File: src/design/swrms_pkg.sv
package swrms_pkg;

  localparam int SAMPLE_W = 12;
  localparam int CH_W = 2;
  localparam int MAX_CH = 4;
  localparam int GAIN_W = 18;
  localparam int RMS_W = 20;
  localparam int SCALED_W = 16;
  localparam int CFG_AW = 4;
  localparam int CFG_DW = 32;
  localparam int SUM_W = 23;
  localparam int SQ_W = 34;
  localparam int VAR_W = 48;
  localparam int RAD_W = 64;
  localparam int ROOT_W = 32;
  localparam int PROD_W = RMS_W + GAIN_W;

  localparam int DEF_WINDOW_DEPTH = 256;
  localparam int DEF_CHANNELS = 3;

  localparam logic CMD_SAMPLE = 1'b0;
  localparam logic CMD_TICK = 1'b1;

  localparam logic [RMS_W-1:0] RMS_MAX = '1;
  localparam logic [SCALED_W-1:0] SCALED_MAX = '1;

  localparam logic [GAIN_W-1:0] GAIN_RESET [MAX_CH] = '{
    18'd42795, 18'd44499, 18'd74252, 18'd65536
  };

  typedef struct packed {
    logic                       is_tick;
    logic [CH_W-1:0]            ch;
    logic signed [SAMPLE_W-1:0] value;
  } cmd_t;

endpackage

File: src/design/swrms_if.sv
interface swrms_in_if;
  logic                                  valid;
  logic                                  ready;
  logic                                  command;
  logic [swrms_pkg::CH_W-1:0]            channel;
  logic signed [swrms_pkg::SAMPLE_W-1:0] sample_value;

  modport source (output valid, command, channel, sample_value, input ready);
  modport sink (input valid, command, channel, sample_value, output ready);
endinterface


File: src/design/swrms_front.sv
module swrms_front #(
  parameter int CHANNELS = swrms_pkg::DEF_CHANNELS
) (
  input  logic               clk,
  input  logic               rst_n,
  swrms_in_if.sink           in_chan,
  output swrms_pkg::cmd_t    head,
  output logic               head_valid,
  input  logic               pop
);

  swrms_pkg::cmd_t q_r [2];
  logic            wr_ptr_r;
  logic            rd_ptr_r;
  logic [1:0]      count_r;
  logic            accept;
  logic            keep;
  logic            push;
  logic            take;

  assign in_chan.ready = (count_r != 2'd2);
  assign accept = in_chan.valid && in_chan.ready;
  // samples for absent channels are dropped here
  assign keep = (in_chan.command == swrms_pkg::CMD_TICK) ||
                (32'(in_chan.channel) < CHANNELS);
  assign push = accept && keep;
  assign head_valid = (count_r != 2'd0);
  assign head = q_r[rd_ptr_r];
  assign take = pop && head_valid;

  always_ff @(posedge clk) begin
    if (push) begin
      q_r[wr_ptr_r] <= '{is_tick: in_chan.command, ch: in_chan.channel,
                         value: in_chan.sample_value};
    end
    if (!rst_n) begin
      wr_ptr_r <= 1'b0;
      rd_ptr_r <= 1'b0;
      count_r <= 2'd0;
    end else begin
      if (push) wr_ptr_r <= !wr_ptr_r;
      if (take) rd_ptr_r <= !rd_ptr_r;
      count_r <= count_r + 2'(push) - 2'(take);
    end
  end

endmodule

File: src/flat_wrapper.sv
// flat-port wrapper written by rule: the top's interface ports become plain ports
module swrms_front_flat 
#(
  parameter int CHANNELS = swrms_pkg::DEF_CHANNELS
)
  (clk, rst_n, head, head_valid, pop, in_chan_valid, in_chan_command, in_chan_channel, in_chan_sample_value, in_chan_ready);
  swrms_in_if in_chan_i ();
  input  logic clk;
  input  logic rst_n;
  output swrms_pkg::cmd_t head;
  output logic head_valid;
  input  logic pop;
  input wire logic [$bits(in_chan_i.valid)-1:0] in_chan_valid;
  input wire logic [$bits(in_chan_i.command)-1:0] in_chan_command;
  input wire logic [$bits(in_chan_i.channel)-1:0] in_chan_channel;
  input wire logic [$bits(in_chan_i.sample_value)-1:0] in_chan_sample_value;
  output wire logic [$bits(in_chan_i.ready)-1:0] in_chan_ready;
  assign in_chan_i.valid = in_chan_valid;
  assign in_chan_i.command = in_chan_command;
  assign in_chan_i.channel = in_chan_channel;
  assign in_chan_i.sample_value = in_chan_sample_value;
  assign in_chan_ready = in_chan_i.ready;
  swrms_front #(.CHANNELS(CHANNELS)) u_core (.clk(clk), .rst_n(rst_n), .in_chan(in_chan_i), .head(head), .head_valid(head_valid), .pop(pop));
endmodule
File: config.mk
export PLATFORM = sky130hd
export DESIGN_NAME = swrms_front_flat
export DESIGN_NICKNAME = d
export VERILOG_FILES = /design/src/design/swrms_pkg.sv /design/src/design/swrms_if.sv /design/src/design/swrms_front.sv /design/src/flat_wrapper.sv
export SDC_FILE = /design/constraint.sdc
export NUM_CORES = 1
export LEC_CHECK = 0
export CORE_ASPECT_RATIO = 1.75
export CORE_MARGIN = 2
export CORE_UTILIZATION = 53
export CTS_CLUSTER_DIAMETER = 60
export DETAILED_ROUTE_END_ITERATION = 8
export DONT_BUFFER_PORTS = 1
export PLACE_DENSITY = 0.68
export SETUP_SLACK_MARGIN = 0.4
export SYNTH_ARGS = -nofsm -noshare
export SYNTH_HDL_FRONTEND = slang
export SYNTH_SLANG_ARGS = --single-unit
File: constraint.sdc
create_clock -name clk -period 4.1 [get_ports clk]
set_clock_uncertainty 0.05 [all_clocks]
set_input_delay 0 -clock clk [delete_from_list [all_inputs] [get_ports clk]]
set_output_delay 0 -clock clk [all_outputs]
set_load 0.05 [all_outputs]
==> flow_summary_export.csv, run 1 <==
group,metric,value,unit
critical_path,crit_arrival,1.66,ns
cells_and_area,final_cell_mix,"30 x edfxtp_1, 17 x dlygate4sd3_1, 15 x mux2_2",
sta,tightest_slew,0.634,ns
cells_and_area,area_delta_synth_final,23.0,%
clock_network,clkLatencyLatePin,0.28,ns
die,pin_count,36,
sta,fmax,0.576,GHz
critical_path,path_class,"reg2reg",
clock_network,hold_buffers,17,
synthesis,syn_nets,96,
clock_network,clock_sinks,35,
flow_run,cap_violations,0,
cells_and_area,layout.nets,120,
synthesis,yosys_warnings,0,
routing,ant_nets,0,
synthesis,syn_area_per_cell,18.0,sq um
clock_network,cts_max_level,2,
cells_and_area,instances_no_fill,127,
sta,drv_slew,0,
worst_hold_path,holdCritPathClass,"in2reg",
die,die-area,3020,sq um
clock_network,cts_buffer_depth,2,
sta,fin_ws,2.36,ns
grt,antenna_found_initial,0,
routing,first_pass_iters,3,
grt,track_usage,16.9,%
synthesis,synth_seq_cells,35,
run_status,status,"finished, final reports clean",
place,pre_cts_ws,2.39,ns
sta,setup_viol,0,
place,place_congestion,0.683,
sta,period_minus_slack,1.74,ns
grt,grt_start_max_net_pins,16,
grt,grt_pass1_wl,3510,um
place,numPortBuffers,0,
die,die_h,71.2,um
routing,drc,0,
clock_network,cts_root_buffer,"clkbuf_8",
sta,grt_setup_unrepaired,"no",
place,hpwl,1420,um
die,die_x,42.4,um
die,core_region_area,2460,sq um
clock_network,post_cts_buffers,0,
sta,finalCritPeriodShare,42.3,%
cells_and_area,postLayoutCellArea,1680,sq um
cells_and_area,diodes,0,
sta,slew_headroom,57.6,%
synthesis,synth_top_area_share,65.9,%
critical_path,path_max_fanout,15,
synthesis,ys_seq_area_share,73.3,%
synthesis,syn_inst,76,
routing,drt_wl_total,2260,um
critical_path,startpoint_type,"register",
place,dp_cells,102,
clock_network,clkTransAtPathRegs,0.06,ns
routing,viasPerCell,5.45,
power,cellLeakagePower,0.590,nW
grt,grt_overflow,0,
cells_and_area,layout-drive-gt1-share,28.7,%
synthesis,synth_area,1370,sq um
routing,routedWlPerCell,17.8,um
synthesis,synth_area_leaders,"edfxtp_1 66%, mux2_2 12%, dfxtp_1 7.3%",
sta,hold_viol,0,
synthesis,synth_top_area_cell,"edfxtp_1",
cells_and_area,final_common_cell,"edfxtp_1",
clock_network,cts_tree,"done",
power,ir_drop,0.000525,V
cells_and_area,nFillCells,182,
die,start_util,55.5,%
critical_path,end_kind,"register",
clock_network,ctsResizeCount,0,
routing,vias,692,
critical_path,worstPathRequired,4.02,ns
clock_network,cts_made_buffers,5,
routing,drt_iter0_drc,8,
power,power_density,714,nW/um^2
grt,grt_pass1_vias,749,
synthesis,synth_cell_types,22,
place,dpl_cell_area,1400,sq um
die,num_rows,24,
sta,finalSetupTns,0,ns
metrics by stage:
stage	utilization (%)	hold slack, ns	total power [mW]
after detailed placement	56.8	0.0490	0.894
after CTS	68.2	0.0485	1.21
after global routing	68.2	0.107	1.25
after global placement	56.8	0.0490	0.887
final	68.2	0.0619	1.20
after floorplan	-	0.0489	0.858
layout make-up:
cell class / count / area (sq um) / area share, %
clock buffers: 5 / 68.8 / 4.10
clock inverters: 3 / 43.8 / 2.61
inverters: 3 / 11.3 / 0.670
multi-input cells: 36 / 338 / 20.1
flip-flops and latches: 35 / 1000 / 59.6
well taps: 26 / 32.5 / 1.94
repair buffers: 19 / 185 / 11.0
synth_stat cells:
cell	count
edfxtp_1	30
mux2_2	15
dfxtp_1	5
inv_1	3
nand2_1	2
nor2_1	2
nor2b_1	2
o31ai_1	2
xnor2_1	2
a21oi_1	1
and3b_1	1
and3b_4	1
buf_2	1
buf_6	1
ha_1	1
mux2i_1	1
nand2b_1	1
nand3b_4	1
nor2b_4	1
nor4_1	1
o21a_1	1
or2_2	1
kinds of logic (layout without fill, tap and decap cells):
| kind of cell | Yosys count | in the layout | synth area share, % |
|---|---|---|---|
| flip-flops | 35 | 35 | 73.3 |
| multiplexers | 16 | 16 | 13.1 |
| AND/OR/NAND/NOR | 13 | 13 | 7.42 |
| buffers and inverters | 5 | 30 | 2.01 |
| AO/OA/AOI/OAI | 4 | 4 | 2.01 |
| XOR/XNOR | 2 | 2 | 1.28 |
| adder cells (fa/ha/maj) | 1 | 1 | 0.916 |
report_power, final:
part | leakage, nW | switching (mW) | total, mW | internal (mW)
clock | 0.0581 | 0.117 | 0.298 | 0.181
combinational | 0.212 | 0.294 | 0.410 | 0.116
sequential | 0.320 | 0.0415 | 0.492 | 0.451
total | 0.590 | 0.453 | 1.20 | 0.747
critical path, cell delays in order (launching register included):
cell,delay (ns)
dfxtp_1,0.35
nor2b_4,0.15
inv_1,0.39
nand3b_4,0.14
nor2_1,0.10
buf_4,0.24
flip-flops by register name, summed over array words and instances (netlist names), named ones only:
| register | count |
|---|---|
| u_core.count_r | 2 |
| u_core.wr_ptr_r | 1 |
| u_core.q_r | 30 |
| u_core.rd_ptr_r | 1 |
layer usage:
metal | global-route usage, % | up-vias | routed length (um)
met5 | 0 | - | 0
met3 | 6.38 | 7 | 160
met1 | 15.3 | 326 | 728
met4 | 10.4 | 0 | 68
met2 | 30.4 | 29 | 1310
li1 | - | 330 | -
worst paths after layout:
kind,start,endpoint,slack [ns],depth (start not counted)
max reg2reg,u_core.count_r[1]$_SDFF_PN0_,u_core.q_r[0][4]$_DFFE_PP_,2.36,5
max,u_core.count_r[1]$_SDFF_PN0_,u_core.q_r[0][4]$_DFFE_PP_,2.36,5
min,pop,register,0.06,3
min reg2reg,u_core.wr_ptr_r$_SDFFE_PN0P_,u_core.wr_ptr_r$_SDFFE_PN0P_,0.43,2
No activity file was read; power rests on OpenSTA's default activity.
==> inputs of run 2 (changes only) <==
PLACE_DENSITY = 0.71   (was 0.68)
clock period = 1.51 ns   (was 4.1 ns; I/O delays follow)
==> run 2 against run 1 <==
  * The run now ends with setup timing left
  * Routed wire length rose by 33%
  * First-iteration DRC count rose by 140%
  * Combinational power rose to 4.5 times the previous value
  * Total power grew to 3.2 times the previous value
  * Global-route usage grew 2.6 points
  * Via count up 14%
  * Sequential power rose to 2.7 times the previous value
  * Critical path depth up 2
  * Final cell count up 14%
  * Sequential share of layout area is 10 points lower
  * Sequential cell count unchanged
  * Die area did not move
  * Critical path type unchanged
  * Critical endpoint is now u_core.q_r[0][7]$_DFFE_PP_
==> flow_summary_export.csv, run 2 (synthesis results as in run 1) <==
group,metric,value,unit
routing,drt_wl_total,3000,um
sta,drv_slew,0,
die,num_rows,24,
clock_network,cts_made_buffers,5,
die,core_region_area,2460,sq um
critical_path,path_max_fanout,12,
worst_hold_path,worstHoldStart,"in_chan_valid",
routing,drt_iter0_drc,19,
sta,grt_setup_unrepaired,"yes",
place,dp_cells,104,
cells_and_area,layout-drive-gt1-share,47.1,%
run_status,failed_checks,"setup timing",
sta,finalCritPeriodShare,100,%
sta,fmax,0.660,GHz
grt,use_met3,6.38,%
grt,busiest_layer,"met2",
critical_path,ff2ff_path_depth,7,
routing,ant_nets,0,
clock_network,clock_sinks,35,
place,numPortBuffers,0,
cells_and_area,largest_registers,"u_core.q_r: 30 flops, u_core.count_r: 2 flops",
sta,setup_viol,5,
critical_path,timing.rr.end,"u_core.q_r[0][7]$_DFFE_PP_",
sta,hold_viol,0,
sta,tightest_slew,0.288,ns
die,die_x,42.4,um
cells_and_area,diodes,0,
clock_network,cts_max_level,2,
critical_path,worstPathRequired,1.51,ns
die,die_h,71.2,um
place,dpl_cell_area,1440,sq um
flow_run,cap_violations,0,
cells_and_area,instances_no_fill,145,
worst_hold_path,holdCritPathClass,"in2reg",
critical_path,path_depth,7,
cells_and_area,layout.nets,138,
routing,first_pass_iters,4,
routing,vias,792,
power,cellLeakagePower,0.765,nW
clock_network,cts_buffer_depth,2,
place,place_congestion,0.598,
run_status,status,"finished with violations",
cells_and_area,final_common_cell,"edfxtp_1",
place,hpwl,1530,um
sta,slew_headroom,80.7,%
clock_network,clkTransAtPathRegs,0.07,ns
grt,grt_pass1_vias,871,
critical_path,max_stage_delay,0.35,ns
sta,fin_ws,-0.00405,ns
die,start_util,55.5,%
critical_path,startpoint_type,"register",
sta,finalSetupTns,-0.0128,ns
worst_hold_path,holdPathEnd,"u_core.count_r[0]$_SDFF_PN0_",
critical_path,rr_startpoint,"u_core.count_r[0]$_SDFF_PN0_",
grt,grt_overflow,0,
critical_path,cpLargestDelayFamily,"buffers and inverters",
die,die-area,3020,sq um
critical_path,end_kind,"register",
power,ir_drop,0.00134,V
grt,grt_start_max_net_pins,13,
cells_and_area,top_register,"u_core.q_r",
critical_path,cpMaxStageDelayCell,"dfxtp_4",
grt,grt_util_met1,18.2,%
routing,viasPerCell,5.46,
cells_and_area,final_cell_mix,"30 x edfxtp_1, 17 x dlygate4sd3_1, 15 x mux2_4",
clock_network,clkLatencyLatePin,0.29,ns
grt,track_usage,19.5,%
critical_path,crit_arrival,1.51,ns
grt,grt_pass1_wl,4140,um
routing,routedWlPerCell,20.7,um
critical_path,cp_num_buf_inv,4,
cells_and_area,postLayoutCellArea,2050,sq um
sta,period_minus_slack,1.51,ns
grt,use_met2,37.1,%
grt,antenna_found_initial,0,
cells_and_area,largest_reg_flops,30,
die,pin_count,36,
critical_path,r2r_setup_slack,-0.004,ns
clock_network,cts_tree,"done",
critical_path,worstPathCellList,"buf_4 > nor2b_4 > clkinvlp_4 > nand3b_4 > buf_6 > nor2_4 > buf_12",
worst_hold_path,hold_path_depth,4,
routing,drc,0,
power,power_density,1870,nW/um^2
place,pre_cts_ws,-0.0246,ns
clock_network,cts_root_buffer,"clkbuf_8",
cells_and_area,area_delta_synth_final,49.7,%
critical_path,path_class,"reg2reg",
[run 2: cell types whose count changed in the layout (fill, tap and decap cells not counted), sizes merged]
| cell | change |
|---|---|
| buf | +17 |
| clkbuf | +2 |
| clkinvlp | +1 |
| inv | -1 |
| bufinv | -1 |
[run 2: how the worst max path moves through the flow]
stage | from | endpoint | slack, ns
finish | u_core.count_r[0]$_SDFF_PN0_ | u_core.q_r[0][7]$_DFFE_PP_ | -0.004
global route | u_core.count_r[0]$_SDFF_PN0_ | u_core.q_r[0][7]$_DFFE_PP_ | -0.04
CTS | u_core.count_r[0]$_SDFF_PN0_ | u_core.count_r[1]$_SDFF_PN0_ | -0.02
detailed placement | u_core.count_r[1]$_SDFF_PN0_ | u_core.count_r[1]$_SDFF_PN0_ | -0.02
global placement | u_core.count_r[1]$_SDFF_PN0_ | u_core.count_r[1]$_SDFF_PN0_ | 0.03
floorplan | u_core.count_r[1]$_SDFF_PN0_ | u_core.q_r[1][0]$_DFFE_PP_ | 0.03
[run 2: worst min-delay path: cells and delay by family]
family,cells,cell delay [ns]
AO/OA/AOI/OAI,1,0.06
AND/OR/NAND/NOR,1,0.09
buffers and inverters,2,0.19
[run 2: per-stage QoR]
| stage | power, mW | hold WS (ns) | utilization, % |
|---|---|---|---|
| finish | 3.82 | 0.0343 | 83.1 |
| global route | 3.95 | 0.0481 | 83.1 |
| CTS | 3.63 | 0.0261 | 80.4 |
| detailed placement | 2.52 | 0.0489 | 58.5 |
| global placement | 2.48 | 0.0490 | 58.5 |
| floorplan | 2.38 | 0.0489 | - |
[run 2: cell type report]
cell class                 instances  area [sq um]
sequential                        35          1010
multi-input combinational         36           484
timing repair buffer              37           424
fill                             125           417
clock buffer                       6          72.6
tap                               26          32.5
inverter                           3          15.0
clock inverter                     2          7.51
[run 2: repair_timing]
item                                    4_1_cts  5_1_grt
hold endpoints to repair                     35        0
endpoints found under the setup margin       50       52
gates resized for setup                      35       10
pin swaps                                     4        3
gates cloned                                  2        0
setup buffers                                13        1
hold buffers                                 17        0
[run 2: power by group]
part	leakage [nW]	switching [mW]	internal [mW]
registers	0.322	0.0916	1.24
clock network	0.0403	0.313	0.314
logic	0.403	1.05	0.808
total	0.765	1.46	2.36
[run 2: per-layer routing]
metal / part of all wire [%] / routed length [um]
met1: 32 / 971
met3: 5.1 / 152
met4: 1.7 / 51
met2: 61 / 1830
met5: 0 / 0
==> inputs of run 3 (changes only) <==
HOLD_SLACK_MARGIN = 0.08   (was default)
==> run 3 against run 2 <==
  * The flow still finishes with violations (setup timing)
  * Sequential share of layout area increased by 0.24 points
  * Final cell count down 0.69%
  * Sequential cell count stayed put
  * Maximum frequency about the same
  * Die area unchanged
  * First-iteration DRC count grew 63%
  * Count of clock-buffer cells in the layout unchanged
  * Non-clock buffer count is 1 lower
  * Sequential power barely moved
  * Hold slack lost 0.027 ns
  * Core utilization is 0.41 points lower
  * Total power is 0.38% lower
  * Critical path type unchanged
  * Largest cell class unchanged
  * Highest routed layer unchanged
==> flow_summary_export.csv, run 3 (synthesis results as in run 1) <==
group,metric,value,unit
critical_path,cp_num_buf_inv,4,
grt,grt_start_max_net_pins,13,
routing,drc,0,
clock_network,cts_tree,"done",
critical_path,ff2ff_path_depth,7,
run_status,failed_checks,"setup timing",
cells_and_area,instances_no_fill,144,
place,hpwl,1530,um
worst_hold_path,holdCritPathClass,"in2reg",
die,die_h,71.2,um
grt,grt_pass1_vias,877,
sta,hold_viol,0,
power,power_density,1870,nW/um^2
critical_path,max_stage_delay,0.36,ns
cells_and_area,layout.nets,137,
routing,ant_nets,0,
critical_path,worstPathRequired,1.45,ns
sta,setup_viol,2,
place,dp_cells,104,
clock_network,cts_buffer_depth,2,
routing,viasPerCell,5.51,
die,die_x,42.4,um
cells_and_area,final-seq-area,1010,sq um
clock_network,clock_sinks,35,
grt,grt_pass1_wl,4100,um
place,pre_cts_ws,-0.0246,ns
die,core_region_area,2460,sq um
critical_path,r2r_setup_slack,-0.004,ns
routing,drt_iter0_drc,31,
clock_network,clkTransAtPathRegs,0.07,ns
critical_path,timing.rr.end,"u_core.q_r[0][7]$_DFFE_PP_",
cells_and_area,area_delta_synth_final,49.0,%
grt,antenna_found_initial,0,
worst_hold_path,worstHoldStart,"in_chan_valid",
sta,worst_hold_slack,0.00777,ns
clock_network,cts_max_level,2,
clock_network,clkLatencyLatePin,0.28,ns
sta,grt_setup_unrepaired,"yes",
critical_path,cpMaxStageDelayCell,"dfxtp_4",
power,ir_drop,0.00132,V
die,num_rows,24,
sta,tightest_slew,0.315,ns
sta,slew_headroom,78.9,%
critical_path,startpoint_type,"register",
power,cellLeakagePower,0.761,nW
sta,finalCritPeriodShare,100,%
clock_network,cts_made_buffers,5,
routing,drt_wl_total,2930,um
worst_hold_path,hold_path_depth,3,
run_status,status,"finished with violations",
place,dpl_cell_area,1440,sq um
die,die-area,3020,sq um
flow_run,cap_violations,0,
cells_and_area,top_register,"u_core.q_r",
critical_path,end_kind,"register",
clock_network,hold_buffers,16,
worst_hold_path,holdPathEnd,"u_core.count_r[1]$_SDFF_PN0_",
die,pin_count,36,
critical_path,path_class,"reg2reg",
sta,fmax,0.661,GHz
die,start_util,55.5,%
cells_and_area,postLayoutCellArea,2040,sq um
sta,period_minus_slack,1.51,ns
critical_path,cpLargestDelayFamily,"buffers and inverters",
grt,track_usage,19.8,%
place,place_congestion,0.598,
critical_path,worstPathCellList,"buf_4 > nor2b_4 > clkinvlp_4 > nand3b_4 > buf_6 > nor2_4 > buf_12",
critical_path,path_max_fanout,12,
cells_and_area,layout-drive-gt1-share,47.5,%
cells_and_area,nFillCells,124,
critical_path,rr_startpoint,"u_core.count_r[0]$_SDFF_PN0_",
routing,vias,794,
cells_and_area,final_cell_mix,"30 x edfxtp_1, 16 x dlygate4sd3_1, 15 x mux2_4",
cells_and_area,largest_reg_flops,30,
place,numPortBuffers,0,
grt,grt_overflow,0,
cells_and_area,largest_registers,"u_core.q_r: 30 flops, u_core.count_r: 2 flops",
sta,fin_ws,-0.00373,ns
power,power,3.81,mW
cells_and_area,diodes,0,
sta,drv_slew,0,
cells_and_area,multi_input_area,484,sq um
cells_and_area,final_common_cell,"edfxtp_1",
critical_path,crit_arrival,1.46,ns
routing,first_pass_iters,4,
routing,routedWlPerCell,20.4,um
clock_network,cts_root_buffer,"clkbuf_8",
run 3: cell types whose count changed in the layout (fill, tap and decap cells not counted):
cell	delta
dlygate4sd3_1	-1
run 3: power by group:
| part | switching, mW | total [mW] | leakage, nW | internal (mW) |
|---|---|---|---|---|
| Clock | 0.305 | 0.619 | 0.0403 | 0.314 |
| Combinational | 1.05 | 1.86 | 0.399 | 0.807 |
| Sequential | 0.0861 | 1.33 | 0.322 | 1.24 |
run 3: worst reg2reg max path: stages, from the launching register on:
cell and delay, ns:
dfxtp_4 0.36, buf_4 0.12, nor2b_4 0.05, clkinvlp_4 0.09
nand3b_4 0.11, buf_6 0.14, nor2_4 0.15, buf_12 0.16
run 3: area by class of cell:
type | count | area share (%)
flip-flops and latches | 35 | 49.6
multi-input cells | 36 | 23.8
repair buffers | 36 | 20.3
clock buffers | 6 | 3.56
well taps | 26 | 1.60
inverters | 3 | 0.738
clock inverters | 2 | 0.369
run 3: worst max-delay path by stage:
stage / from / to / slack (ns) / cells past startpoint
2_1_floorplan: u_core.count_r[1]$_SDFF_PN0_ / u_core.q_r[1][0]$_DFFE_PP_ / 0.03 / 4
3_3_place_gp: u_core.count_r[1]$_SDFF_PN0_ / u_core.count_r[1]$_SDFF_PN0_ / 0.03 / 5
3_5_place_dp: u_core.count_r[1]$_SDFF_PN0_ / u_core.count_r[1]$_SDFF_PN0_ / -0.02 / 5
4_1_cts: u_core.count_r[0]$_SDFF_PN0_ / u_core.count_r[1]$_SDFF_PN0_ / -0.02 / 5
5_1_grt: u_core.count_r[0]$_SDFF_PN0_ / u_core.count_r[1]$_SDFF_PN0_ / -0.04 / 5
6_report: u_core.count_r[0]$_SDFF_PN0_ / u_core.q_r[0][7]$_DFFE_PP_ / -0.004 / 7
run 3: routing by layer:
layer  wire, um  vias up  global-route usage, %
met5          0        -                      0
met4         85        0                   11.5
met3        149        6                   5.87
met2       1760       29                   37.9
met1        942      392                   16.9
li1           -      367                      -
run 3: stage by stage:
stage	util, %	TNS, ns
finish	82.7	-0.00720
CTS	80.0	-0.0181
floorplan	-	0
global route	82.7	-0.403
global placement	58.5	0
detailed placement	58.5	-0.0246
run 3: repair_timing:
action	CTS	global route
hold endpoints to repair	35	3
pin swaps	4	3
endpoints found under the setup margin	50	52
gates cloned	2	0
gates resized for setup	35	10
buffers inserted	13	1
